==> src/rtl/tkl_pkg.sv <==
// Shared constants, types and control structs for the top-k leaderboard.
`default_nettype none

package tkl_pkg;

  localparam int CAPACITY = 100;
  localparam int KEY_BITS = 32;
  localparam int IDX_W    = $clog2(CAPACITY + 1);

  typedef logic [KEY_BITS-1:0] key_t;
  typedef logic [IDX_W-1:0]    idx_t;
  typedef logic signed [63:0]  val_t;

  // Cell operation codes.
  localparam logic [1:0] OP_NONE = 2'd0;
  localparam logic [1:0] OP_CMP  = 2'd1;
  localparam logic [1:0] OP_UPD  = 2'd2;

  // Broadcast from the controller to every cell.
  typedef struct packed {
    logic [1:0] op;
    key_t       key;
    val_t       value;
    idx_t       q_idx;
    logic       q_ok;
    idx_t       pos;
    idx_t       m_idx;
    logic       has_match;
    idx_t       held_new;
  } ctrl_t;

  // Row summary registered by the collector.
  typedef struct packed {
    logic has_match;
    idx_t m_idx;
    logic m_ge;
    idx_t ge_cnt;
    logic rd_hit;
    key_t rd_key;
    val_t rd_value;
  } sum_t;

  function automatic key_t to_key(input logic [31:0] k);
    key_t r;
    r = '0;
    for (int i = 0; i < KEY_BITS; i++) begin
      if (i < 32) begin
        r[i] = k[i % 32];
      end
    end
    return r;
  endfunction

  function automatic logic [31:0] from_key(input key_t k);
    logic [31:0] r;
    r = '0;
    for (int i = 0; i < 32; i++) begin
      if (i < KEY_BITS) begin
        r[i] = k[i % KEY_BITS];
      end
    end
    return r;
  endfunction

endpackage

`default_nettype wire

==> src/rtl/tkl_cell.sv <==
// One leaderboard slot: holds an entry, compares it, and shifts with its neighbors.
`default_nettype none

module tkl_cell import tkl_pkg::*; (
  input  wire logic  clk,
  input  wire logic  rst,
  input  wire idx_t  idx,
  input  wire ctrl_t ctrl,
  input  wire key_t  left_key,
  input  wire val_t  left_value,
  input  wire key_t  right_key,
  input  wire val_t  right_value,
  output key_t       key,
  output val_t       value,
  output logic       match,
  output logic       ge,
  output logic       sel
);

  key_t key_next;
  val_t value_next;
  logic valid;

  // Slot j of the new list: entries above the insert point close the hole left
  // by a removed key, entries below it move down by one.
  always_comb begin
    key_next   = key;
    value_next = value;
    if (idx == ctrl.pos) begin
      key_next   = ctrl.key;
      value_next = ctrl.value;
    end else if (idx < ctrl.pos) begin
      if (ctrl.has_match && idx >= ctrl.m_idx) begin
        key_next   = right_key;
        value_next = right_value;
      end
    end else begin
      if (!(ctrl.has_match && idx > ctrl.m_idx)) begin
        key_next   = left_key;
        value_next = left_value;
      end
    end
  end

  always_ff @(posedge clk) begin
    if (rst) begin
      valid <= 1'b0;
      match <= 1'b0;
      ge    <= 1'b0;
      sel   <= 1'b0;
    end else begin
      if (ctrl.op == OP_CMP) begin
        match <= valid && (key == ctrl.key);
        ge    <= valid && (value >= ctrl.value);
        sel   <= valid && ctrl.q_ok && (idx == ctrl.q_idx);
      end
      if (ctrl.op == OP_UPD) begin
        valid <= idx < ctrl.held_new;
      end
    end
  end

  always_ff @(posedge clk) begin
    if (ctrl.op == OP_UPD) begin
      key   <= key_next;
      value <= value_next;
    end
  end

endmodule

`default_nettype wire

==> config.mk <==
export PLATFORM = sky130hd
export DESIGN_NAME = tkl_cell
export DESIGN_NICKNAME = d
export VERILOG_FILES = /design/src/rtl/tkl_pkg.sv /design/src/rtl/tkl_cell.sv
export SDC_FILE = /design/constraint.sdc
export NUM_CORES = 1
export LEC_CHECK = 0
export BUFFER_PORTS_ARGS = -buffer_cell sky130_fd_sc_hd__buf_2
export CAP_MARGIN = 10
export CORE_AREA = 2 2 167 169
export DETAILED_ROUTE_END_ITERATION = 10
export DIE_AREA = 0 0 169 171
export PLACE_DENSITY = 0.65
export SETUP_SLACK_MARGIN = 0.05
export SYNTH_ARGS = -nofsm -noshare
export SYNTH_HDL_FRONTEND = slang
export SYNTH_SLANG_ARGS = --single-unit
==> constraint.sdc <==
create_clock -name clk -period 10.1 [get_ports clk]
set_input_delay 1.01 -clock clk [delete_from_list [all_inputs] [get_ports clk]]
set_output_delay 1.01 -clock clk [all_outputs]
set_load 0.05 [all_outputs]
==> impl_summary.md, run 1 <==
Setup path
STA classifies the critical path endpoint as a flop. Of all nets on the critical path, the largest fanout is 51. The critical path is of the input port to flop type. The register-to-register path setup slack is 7580 ps. For the worst setup path, the data required time is around 10000 ps. The endpoint identified for the worst register-to-register timing path is ge. Tracing the worst setup path back leads to its startpoint at idx[1]. Data arrives at the worst endpoint at 4270 ps. The worst setup path is launched from an input port. The cell depth of the worst flop-to-flop path is 8. In this run the critical register-to-register path is launched from value[14].

STA
The worst pin sits at a relative slew slack of 0.321. Between clock sinks in the finished design, the worst skew comes to about 8.4 ps. Setup repair after global routing left no endpoint under its margin.

The post-route clock period utilization is 0.425. The final count of negative-setup-slack endpoints is 0. For the pin with the worst max-slew slack, the measured transition is around 1000 ps.

For the finished layout, the period the worst path requires is between 4000 and 5000 ps. The number of max-slew violations in the final report is 0. The hold violation count in the final report is 0.

The maximum operating frequency is 233 MHz. The final sum of negative setup slack is 0 ps.

Hold path
The worst hold path terminates at sel. The worst hold path belongs to the class flop to flop. The beginning of the worst hold path is sel. The number of stages on the worst hold path is 2.

CTS
The cell at the root of the clock tree is clkbuf_16. The depth of the CTS H-tree is 3. Post-CTS repair changed the size of 0 cells.

The number of setup buffers added after CTS is 0. The maximum buffer depth of the clock tree is 2. Clock-pin slew was measured on the worst setup and hold paths at 70 ps. The later pin in the worst-skew pair is clocked with a latency of between 300 and 400 ps. Counting the buffers created by CTS gives 9. The number of hold-repair buffers added at the cts stage is 0.

TritonCTS built the clock tree. The clock sink count is 100.

Finish
Once layout is complete, the utilization of the core stands at 0.378. Leaving out fill and tap cells, the most frequent cells in the layout are 427 x buf_2, 124 x nand2_1, 96 x mux2i_1, 96 x edfxtp_1, 86 x inv_1. The library cell used most frequently in the layout, excluding fill and tap cells, is buf_2.

The repair_antennas step left the layout with diodes totalling 0. The fraction of layout cells with a size suffix above 1 is 0.373. The count of nets after finishing is roughly 1600. The area growth from synthesis to layout is 35.2%.

Route
The number of design-rule violations left by the first detailed-router iteration is 373. Detailed routing inserted a total of 7155 vias. In the final routed layout, each cell accounts on average for 16.1 um. The count of nets left with antenna violations after detail routing is 0. The via-per-instance ratio is 4.60. The routed design has 25000 um of wire.

For this run, design rule violations remaining after detail routing come to 0. The number of detailed-route iterations in the first pass is 4.

Logic synthesis
The number of unique standard cell types used by synthesis is 39. Of the post-synthesis cell area, the dominant cell type holds 0.377. Of the total synthesized cell area, the portion taken by AND, OR, NAND and NOR gates is 0.110. During synthesis, Yosys emitted a total of 0 warnings. The gate count after technology mapping is 791. By area the synthesized netlist is led by edfxtp_1 38%, ha_1 14%, mux2i_1 13%, nand2_1 6.1%, o21ai_0 5.0%.

Summed over all instances, the cell type with the most area after synthesis is edfxtp_1. Synthesis inferred 100 register bits. The part of the Yosys area used for sequential elements is 0.388.

The post-synthesis share of cell area spent on full adders, half adders and majority gates is 0.138. Of the total synthesized cell area, the portion taken by XOR and XNOR cells is 0.0459. The prevailing post-synth register cell is edfxtp_1. Dividing the synthesized area by the synthesized cell count gives approximately 9.7 um^2.

In this run, synthesis inferred 96 flip-flops with an integrated enable. By area, the combinational part of the netlist is dominated by adder cells. The area of the mapped netlist is 0.00764 mm^2. The post-synthesis compound-gate area fraction is 0.120. The number of nets produced by synthesis is between 1000 and 1500. The portion of synthesized area spent on multiplexers is 0.126. Counting flops with an async set or reset pin after synthesis yields a share of 0.

Placed design
The congestion estimate from routability-driven global placement came to 0.903. The post-detailed-placement half-perimeter wirelength is roughly 21000 um. Input and output buffers added on the ports amount to 427.

Global routing
The first-pass GRT wire length is 37100 um. The initial antenna violation count is 0. The maximum number of pins on one net before global-route repair is around 110. The total congestion overflow after global routing is 0. The global-route usage over all layers is 0.166.

The via count of the first global-routing pass is 7005.

Power
Summed over all cells, the static leakage comes to 0.00512 uW. Across the VDD grid, the largest voltage drop is 62.3 uV. For this design the ratio of total power to cell area is 127 mW/mm^2.

Die
The overall die height is 171 um. The x dimension of the die is about 170 um. The total die area is 0.0289 mm^2. The initial standard-cell utilization of the core is 0.280.

The row count is 61. During I/O placement, the number of pins put on the boundary was 428. The region available for standard cell placement spans 0.0273 mm^2.

Run status
The flow ran to the end, and the final reports show no timing, DRC or antenna violations.

Flow run
The tool flagged a number of max-cap violations equal to 0.
## cell usage after synthesis (2+ instances only)
cell type and instances:
nor4_1 8, buf_12 4, nand2b_1 4, edfxtp_1 96, a21o_1 10, nor3_1 5
a21oi_1 32, o21ai_0 77, nand4_1 15, nand3_1 10, dfxtp_1 4, nor2_1 9
buf_6 6, o211ai_1 3, inv_1 86, o21a_1 3, nor2b_1 2, xor2_1 28
nand2_1 124, and4_1 3, nand3b_1 2, mux2i_1 96, ha_1 84, clkbuf_1 21
a221oi_1 3, nor4b_1 2, o21ai_1 31, xnor2_1 12
## registers in the layout, indices dropped and copies added (netlist names)
| name | count |
|---|---|
| sel | 1 |
| value | 64 |
| match | 1 |
| ge | 1 |
| valid | 1 |
| key | 32 |
## report_power, final
part / internal [uW] / leakage, uW / switching (uW)
sequential: 502 / 0.000910 / 21.7
clock: 170 / 0.000129 / 166
combinational: 164 / 0.00408 / 282
total: 837 / 0.00512 / 470
## stage by stage
step	std cells	worst slack, ps	power [uW]	hold slack [ps]	instance area, um^2
6_report	1554	5810	1310	458	10300
5_1_grt	1554	5570	1390	493	10300
4_1_cts	1554	5790	1330	455	10300
3_5_place_dp	1538	5420	985	446	10000
3_3_place_gp	1538	5470	977	437	10000
2_1_floorplan	791	1200	832	439	7640
## worst max-delay path: stages
cell and delay (ps):
buf_2 130, ha_1 310, nor2b_1 130, o21a_1 160, o21a_1 170, o21ai_1 130
a21oi_1 110, a211oi_4 220, buf_4 620, and4b_1 300, a2111oi_4 290, buf_4 590
## kinds of logic (layout without fill, tap and decap cells)
kind of cell	Yosys count	count (layout)
simple gates	187	187
compound gates	166	166
buf+inv	118	535
flops	100	100
mux	96	96
fa+ha+maj	84	84
xor+xnor	40	40
## how the worst max path moves through the flow
stage	to	slack (ps)	cells past startpoint
after floorplan	key[0]	1200	11
after global placement	value[43]	5470	12
after detailed placement	value[43]	5420	12
after CTS	value[41]	5790	12
after global routing	value[43]	5570	12
final	value[43]	5810	12
## final cells by class
cell class / count / area [um^2]
fillers: 2818 / 17000
multi-input cells: 573 / 4150
flip-flops and latches: 100 / 2960
repair buffers: 433 / 2180
well taps: 346 / 433
inverters: 86 / 323
clock buffers: 10 / 229
clock inverters: 6 / 47.5
## layer usage
layer,GRT usage,vias to the layer above,routed length (um)
met5,0,-,0
met4,0.0502,0,524
met3,0.0405,27,1880
met2,0.309,290,12900
met1,0.188,3204,9740
li1,-,3634,-
No activity file was read; power rests on OpenSTA's default activity.
==> run 2: changes to the inputs <==
clock period = 4.5 ns   (was 10.1 ns; I/O delays follow)
==> impl_summary.md, run 2 (synthesis results as in run 1) <==
Run status
The run finished with clean final reports.

Finish
The number of antenna repair diodes was 0 (unchanged). The finished layout cell area is 0.0104 mm^2 (+0.58%). In the layout the commonest cells are 427 x buf_2, 124 x nand2_1, 96 x mux2i_1, 96 x edfxtp_1, 85 x inv_1. The largest registers in the layout are value (64), key (32). The fraction of layout cells with a size suffix above 1 came to 0.374 (+0.00166). The register with the highest flop count is value. The commonest non-fill, non-tap cell in the layout is buf_2. The count of nets after finishing is 1616 (unchanged). The final-layout fill cell count was 2801 (-0.60%). The area growth from synthesis to layout is 35.9%. The number of flip-flops under the largest register name is 64 (unchanged).

Global routing
The initial antenna violation count is 0 (unchanged). The maximum number of pins on one net before global-route repair was 93 (-18%). The total congestion overflow after global routing is 0 (unchanged).

The global-route usage over all layers is 0.165 (-0.00120). The first-pass GRT wire length is 36800 um (-0.93%). The via count of the first global-routing pass came to 6849 (-2.2%).

Setup path
The worst-path maximum fanout was 47 (-7.8%). The data required time of the worst path came to 4480 ps (-5600 ps). The endpoint type of the worst setup path is a flop.

The cell depth of the worst flop-to-flop path is 9 (+1). The worst setup path is of the input port to flop kind. The endpoint arrival time on the critical path came to 3180 ps (-1090 ps). STA classifies the critical path startpoint as an input port.

STA
The final sum of negative setup slack came to 0 ps (unchanged). In the finished design, the share of the clock period the worst path needs comes to 0.711. Derived from the worst setup path, the maximum achievable clock frequency is 312 MHz. The worst max-slew margin expressed relative to the limit was 0.398 (+0.0775).

Setup repair after global routing left no endpoint under its margin. The final count of negative-setup-slack endpoints came to 0 (unchanged). After layout, the minimum clock period comes to between 3000 and 4000 ps. The pin slew with the least headroom to its limit is 903 ps (-116 ps).

The worst hold slack is 325 ps (-132 ps). The number of max-slew violations in the final report was 0 (unchanged). The post-route clock skew is 13.0 ps (+4.53 ps). The hold violation count in the final report came to 0 (unchanged).

Power
The power per standard cell area is 290 mW/mm^2 (+130%). The maximum vdd ir drop is 146 uV (+130%). The leakage power summed over all cells came to 0.00514 uW (+0.37%).

Die
The top-level I/O count is 428 (unchanged). The x dimension of the die is 169 um (unchanged). The overall die height is 171 um (unchanged).

The total die area came to 0.0289 mm^2 (unchanged). The area inside the core boundary is 0.0273 mm^2 (unchanged). The initial standard-cell utilization of the core came to 0.280 (unchanged). The row count is 61 (unchanged).

CTS
CTS placed an instance of clkbuf_16 at the clock tree root. The CTS buffer count was 9 (unchanged). TritonCTS built the clock tree.

The clock sink count is 100 (unchanged). The number of hold-repair buffers added at the cts stage is 0 (unchanged). The post-cts repair resize count came to 0 (unchanged). The number of setup buffers added after CTS is 0 (unchanged).

The maximum buffer depth of the clock tree is 2 (unchanged). The clock-pin slew reported for the worst setup and hold paths after clock tree synthesis is 70 ps (about the same). The source-to-sink clock delay at the later pin of the worst-skew pair is 350 ps (about the same).

The depth of the CTS H-tree is 3 (unchanged).

Route
The via count came to 7099 (-0.78%). The highest layer touched by signal routing is met4. The via-per-instance ratio is 4.57 (-0.78%). The post-route DRC violation count is 0 (unchanged). The routed length on met2 was 13000 um (+0.80%). The count of nets left with antenna violations after detail routing is 0 (unchanged). The average wire per standard cell is 16.3 um (+1.5%). The wire length after detailed routing is 25400 um (+1.5%). The number of design-rule violations left by the first detailed-router iteration is 372 (-0.27%). The met1 wire length is 10500 um (+7.6%). The routed wire length on met3 is 1660 um (-12%). The number of detailed-route iterations in the first pass is 4 (unchanged).

Placed design
The port buffer count is 427 (unchanged). The routability-driven placement congestion ratio came to 0.919 (+1.8%). The post-detailed-placement half-perimeter wirelength is 21200 um (+0.77%). The area after detailed placement came to 0.0101 mm^2 (+0.37%).

Flow run
The number of max-cap violations came to 0 (unchanged).

Hold path
The worst hold path class is input port to flop. The number of stages on the worst hold path is 2 (unchanged).
run 2: cell types whose count changed in the layout (fill, tap and decap cells not counted), sizes merged:
cell and change:
bufinv +1, clkinv -1, clkinvlp -1, inv +1
run 2: path summary, 6_finish.rpt:
path	from	endpoint	slack, ps
hold reg to reg	match	match	460
setup reg to reg	value[63]	ge	1550
hold / removal	rst	match	330
setup / recovery	ctrl[16]	value[47]	1300
run 2: layout make-up:
cell class	instances	area, um^2	area share
clock inverter	6	70.1	0.00675
timing repair buffer	433	2190	0.211
multi-input combinational	573	4160	0.401
tap	346	433	0.0417
inverter	86	335	0.0323
sequential	100	2960	0.285
clock buffer	10	229	0.0221
run 2: metal layers:
metal / vias up / global-route usage
met2: 272 / 0.309
met4: 0 / 0.0372
li1: 3637 / -
met3: 15 / 0.0391
met5: - / 0
met1: 3175 / 0.190
run 2: metrics by stage:
step,worst slack [ps],power [uW],cells,utilization
after global placement,1010,2200,1538,0.369
after CTS,1310,3060,1554,0.380
after detailed placement,941,2210,1538,0.369
final,1300,3010,1554,0.380
after global routing,1240,3170,1554,0.380
after floorplan,-1060,1870,791,-
run 2: report_power, final:
part           switching [uW]  leakage, uW  internal (uW)  total, uW
registers                47.1     0.000910           1130       1170
clock network             388     0.000143            439        827
logic                     638      0.00408            371       1010
run 2: critical path: stages:
cell and delay, ps:
buf_2 160, inv_12 30, ha_4 230, nor2b_1 140
o21a_1 190, o21a_1 180, o21ai_1 140, a21oi_1 110
a211oi_4 310, and4b_1 280, a2111oi_4 290, buf_4 590
==> run 3: changes to the inputs <==
ABC_AREA = 1   (was not set)
PLACE_DENSITY = 0.67   (was 0.65)
clock period = 2.89 ns   (was 4.5 ns; I/O delays follow)
==> impl_summary.md, run 3 <==
STA
The number of max-slew violations in the final report is 0 (unchanged). The post-route clock skew is 9.48 ps (-3.49 ps). The final count of negative-setup-slack endpoints is 0 (unchanged).

For this run, the top clock speed supported by timing is roughly 440 MHz. Setup repair after global routing left no endpoint under its margin. The pin slew with the least headroom to its limit is 1180 ps (+277 ps). The worst max-slew margin expressed relative to the limit is 0.214 (-0.185).

The hold violation count in the final report is 0 (unchanged). The clock period minus final worst setup slack is 2300 ps. The post-route clock period utilization is 0.794.

CTS
The number of hold-repair buffers added at the cts stage is 0 (unchanged). The depth of the CTS H-tree came to 3 (unchanged). The maximum buffer depth of the clock tree is 2 (unchanged). The post-cts repair resize count was 0 (unchanged). The number of setup buffers added after CTS is 0 (unchanged). The CTS tree is yes. The CTS buffer count is 9 (unchanged). The clock sink count is 100 (unchanged). The source-to-sink clock delay at the later pin of the worst-skew pair is 350 ps (about the same). The clock-pin slew reported for the worst setup and hold paths after clock tree synthesis was 80 ps (about the same). The cell at the root of the clock tree is clkbuf_16.

Logic synthesis
The gate count after technology mapping is 940 (+19%). The synthesis-stage register bit count was 100 (unchanged). The number of warnings printed during yosys synthesis is 0 (unchanged).

In the post-synthesis netlist, the biggest area contributors are edfxtp_1 38%, ha_1 14%, nand2_1 10%, o211ai_1 9.5%, inv_1 7.5%. The number of unique standard cell types used by synthesis came to 37 (-5.1%). The prevailing post-synth register cell is edfxtp_1. Sorting the synthesized cells by how often they occur yields 212 x nand2_1, 152 x inv_1, 108 x nand3_1. The mean post-synth cell area is 8.15 um^2 (-16%). The area of the mapped netlist is 0.00766 mm^2 (+0.25%).

The number of nets produced by synthesis is 1353 (+12%). The share of flip-flops with an asynchronous set or reset after synthesis was 0 (unchanged). The number of synthesized flops with an enable pin is 96 (unchanged).

The part of the Yosys area used for sequential elements is 0.387 (-0.000951). Summed over all instances, the cell type with the most area after synthesis is edfxtp_1. The top cell type's share of synthesized area was 0.376 (-0.000925). Among all cell types in the netlist, the one instantiated most often is nand2_1.

Route
The post-route DRC violation count is 0 (unchanged). The via-per-instance ratio came to 4.84 (+6.0%). The number of design-rule violations left by the first detailed-router iteration came to 449 (+21%). The number of detailed-route iterations in the first pass is 5 (+1). The average wire per standard cell is 16.0 um (-1.8%).

The via count is 8220 (+16%). The wire length after detailed routing is 27200 um (+7.3%). The count of nets left with antenna violations after detail routing came to 0 (unchanged).

Placed design
The post-detailed-placement half-perimeter wirelength is 21900 um (+3.2%). The port buffer count is 427 (unchanged). The routability-driven placement congestion ratio is 0.889 (-3.3%).

Die
The overall die height is 171 um (unchanged). The area inside the core boundary is 0.0273 mm^2 (unchanged). The x dimension of the die came to 169 um (unchanged). The total die area was 0.0289 mm^2 (unchanged). The initial standard-cell utilization of the core is 0.280 (+0.000687).

The row count came to 61 (unchanged). The top-level I/O count is 428 (unchanged).

Setup path
The endpoint type of the worst setup path is a flop. The endpoint arrival time on the critical path came to 2340 ps (-840 ps). The worst-path maximum fanout is 192 (+310%). The data required time of the worst path is 2940 ps (-1540 ps). The kind of start point of the critical path is an input port. The critical path is of the input port to flop type.

Finish
The commonest non-fill, non-tap cell in the layout is buf_2. The fraction of layout cells with a size suffix above 1 came to 0.348 (-0.0265). The count of nets after finishing is 1760 (+8.9%).

The library cells used most frequently in the layout, excluding fill and tap cells, are 427 x buf_2, 210 x nand2_1, 151 x inv_1. The end-of-flow core utilization was 0.388 (+0.00797). The final-layout fill cell count is 2838 (+1.3%). The number of antenna repair diodes was 0 (unchanged). The register with the most flip-flops in the final layout is value.

The area growth from synthesis to layout is 38.4%. The largest registers in the layout are value (64), key (32). The number of flip-flops under the largest register name is 64 (unchanged).

Global routing
The initial antenna violation count is 1 (+1). The maximum number of pins on one net before global-route repair was 193 (+110%). The via count of the first global-routing pass was 7922 (+16%). The first-pass GRT wire length is 41000 um (+11%).

The global-route usage over all layers came to 0.181 (+0.0159). The total congestion overflow after global routing was 0 (unchanged).

Power
The power per standard cell area is 467 mW/mm^2 (+61%). The overall power came to 4950 uW (+64%). The leakage power summed over all cells is 0.00532 uW (+3.6%). The maximum vdd ir drop is 284 uV (+95%).

Flow run
The number of max-cap violations is 0 (unchanged).

Hold path
The min-delay analysis places its worst path in the category input port to flop.

Run status
The run finished with clean final reports.
[run 3: changes by cell type after synthesis, moves of 8 or more]
cell / change
o211ai_1: +94
nand3_1: +98
xor2_1: -16
nor2_1: +24
inv_1: +66
o21ai_1: -29
buf_2: +8
xnor2_1: -11
o21ai_0: -65
mux2i_1: -96
nand2_1: +88
[run 3: final cells by class]
class                           count  area, um^2  share of cell area
Tap cell                          346         433              0.0408
Sequential cell                   100        2960               0.279
Multi-Input combinational cell    646        4020               0.379
Clock buffer                       12         236              0.0223
Clock inverter                      4        76.3             0.00720
Timing Repair Buffer              437        2290               0.216
Inverter                          153         588              0.0555
[run 3: critical path, cell delays in order]
cell,delay (ps)
buf_2,140
ha_4,280
nand2_1,60
nor2_1,140
nand4_1,210
buf_12,260
nand3_1,410
o211ai_1,130
[run 3: worst paths after layout]
check,from,to,slack [ps],cells after the start
max,idx[6],value[18],590,8
min,rst,ge,150,2
min reg2reg,valid,valid,470,2
max reg2reg,value[63],ge,740,14
[run 3: power breakdown]
group | total [uW] | internal [uW] | switching, uW
clock | 1330 | 764 | 567
combinational | 1750 | 593 | 1160
sequential | 1860 | 1780 | 85.8
[run 3: cell families (layout without fill, tap and decap cells)]
kind of cell    after synthesis  after routing  share of synthesized area
compound gates              170            170                      0.151
xor+xnor                     13             13                     0.0149
fa+ha+maj                    84             84                      0.137
buf+inv                     194            606                     0.0979
flops                       100            100                      0.387
simple gates                379            379                      0.212
[run 3: routing by layer]
| metal | GRT usage | vias to the layer above | wire length [um] |
|---|---|---|---|
| met4 | 0.0576 | 2 | 645 |
| li1 | - | 4062 | - |
| met1 | 0.216 | 3761 | 11000 |
| met2 | 0.326 | 356 | 13600 |
| met3 | 0.0370 | 39 | 1980 |
| met5 | 0 | - | 7 |
[run 3: stage by stage]
| stage | cells | hold slack, ps | area [um^2] | setup TNS [ps] | setup WS, ps |
|---|---|---|---|---|---|
| after floorplan | 940 | 351 | 7740 | -128600 | -1340 |
| after global placement | 1682 | 452 | 10300 | 0 | 427 |
| after detailed placement | 1682 | 465 | 10300 | 0 | 380 |
| after CTS | 1698 | 137 | 10600 | 0 | 640 |
| after global routing | 1698 | 142 | 10600 | 0 | 476 |
| final | 1698 | 152 | 10600 | 0 | 594 |
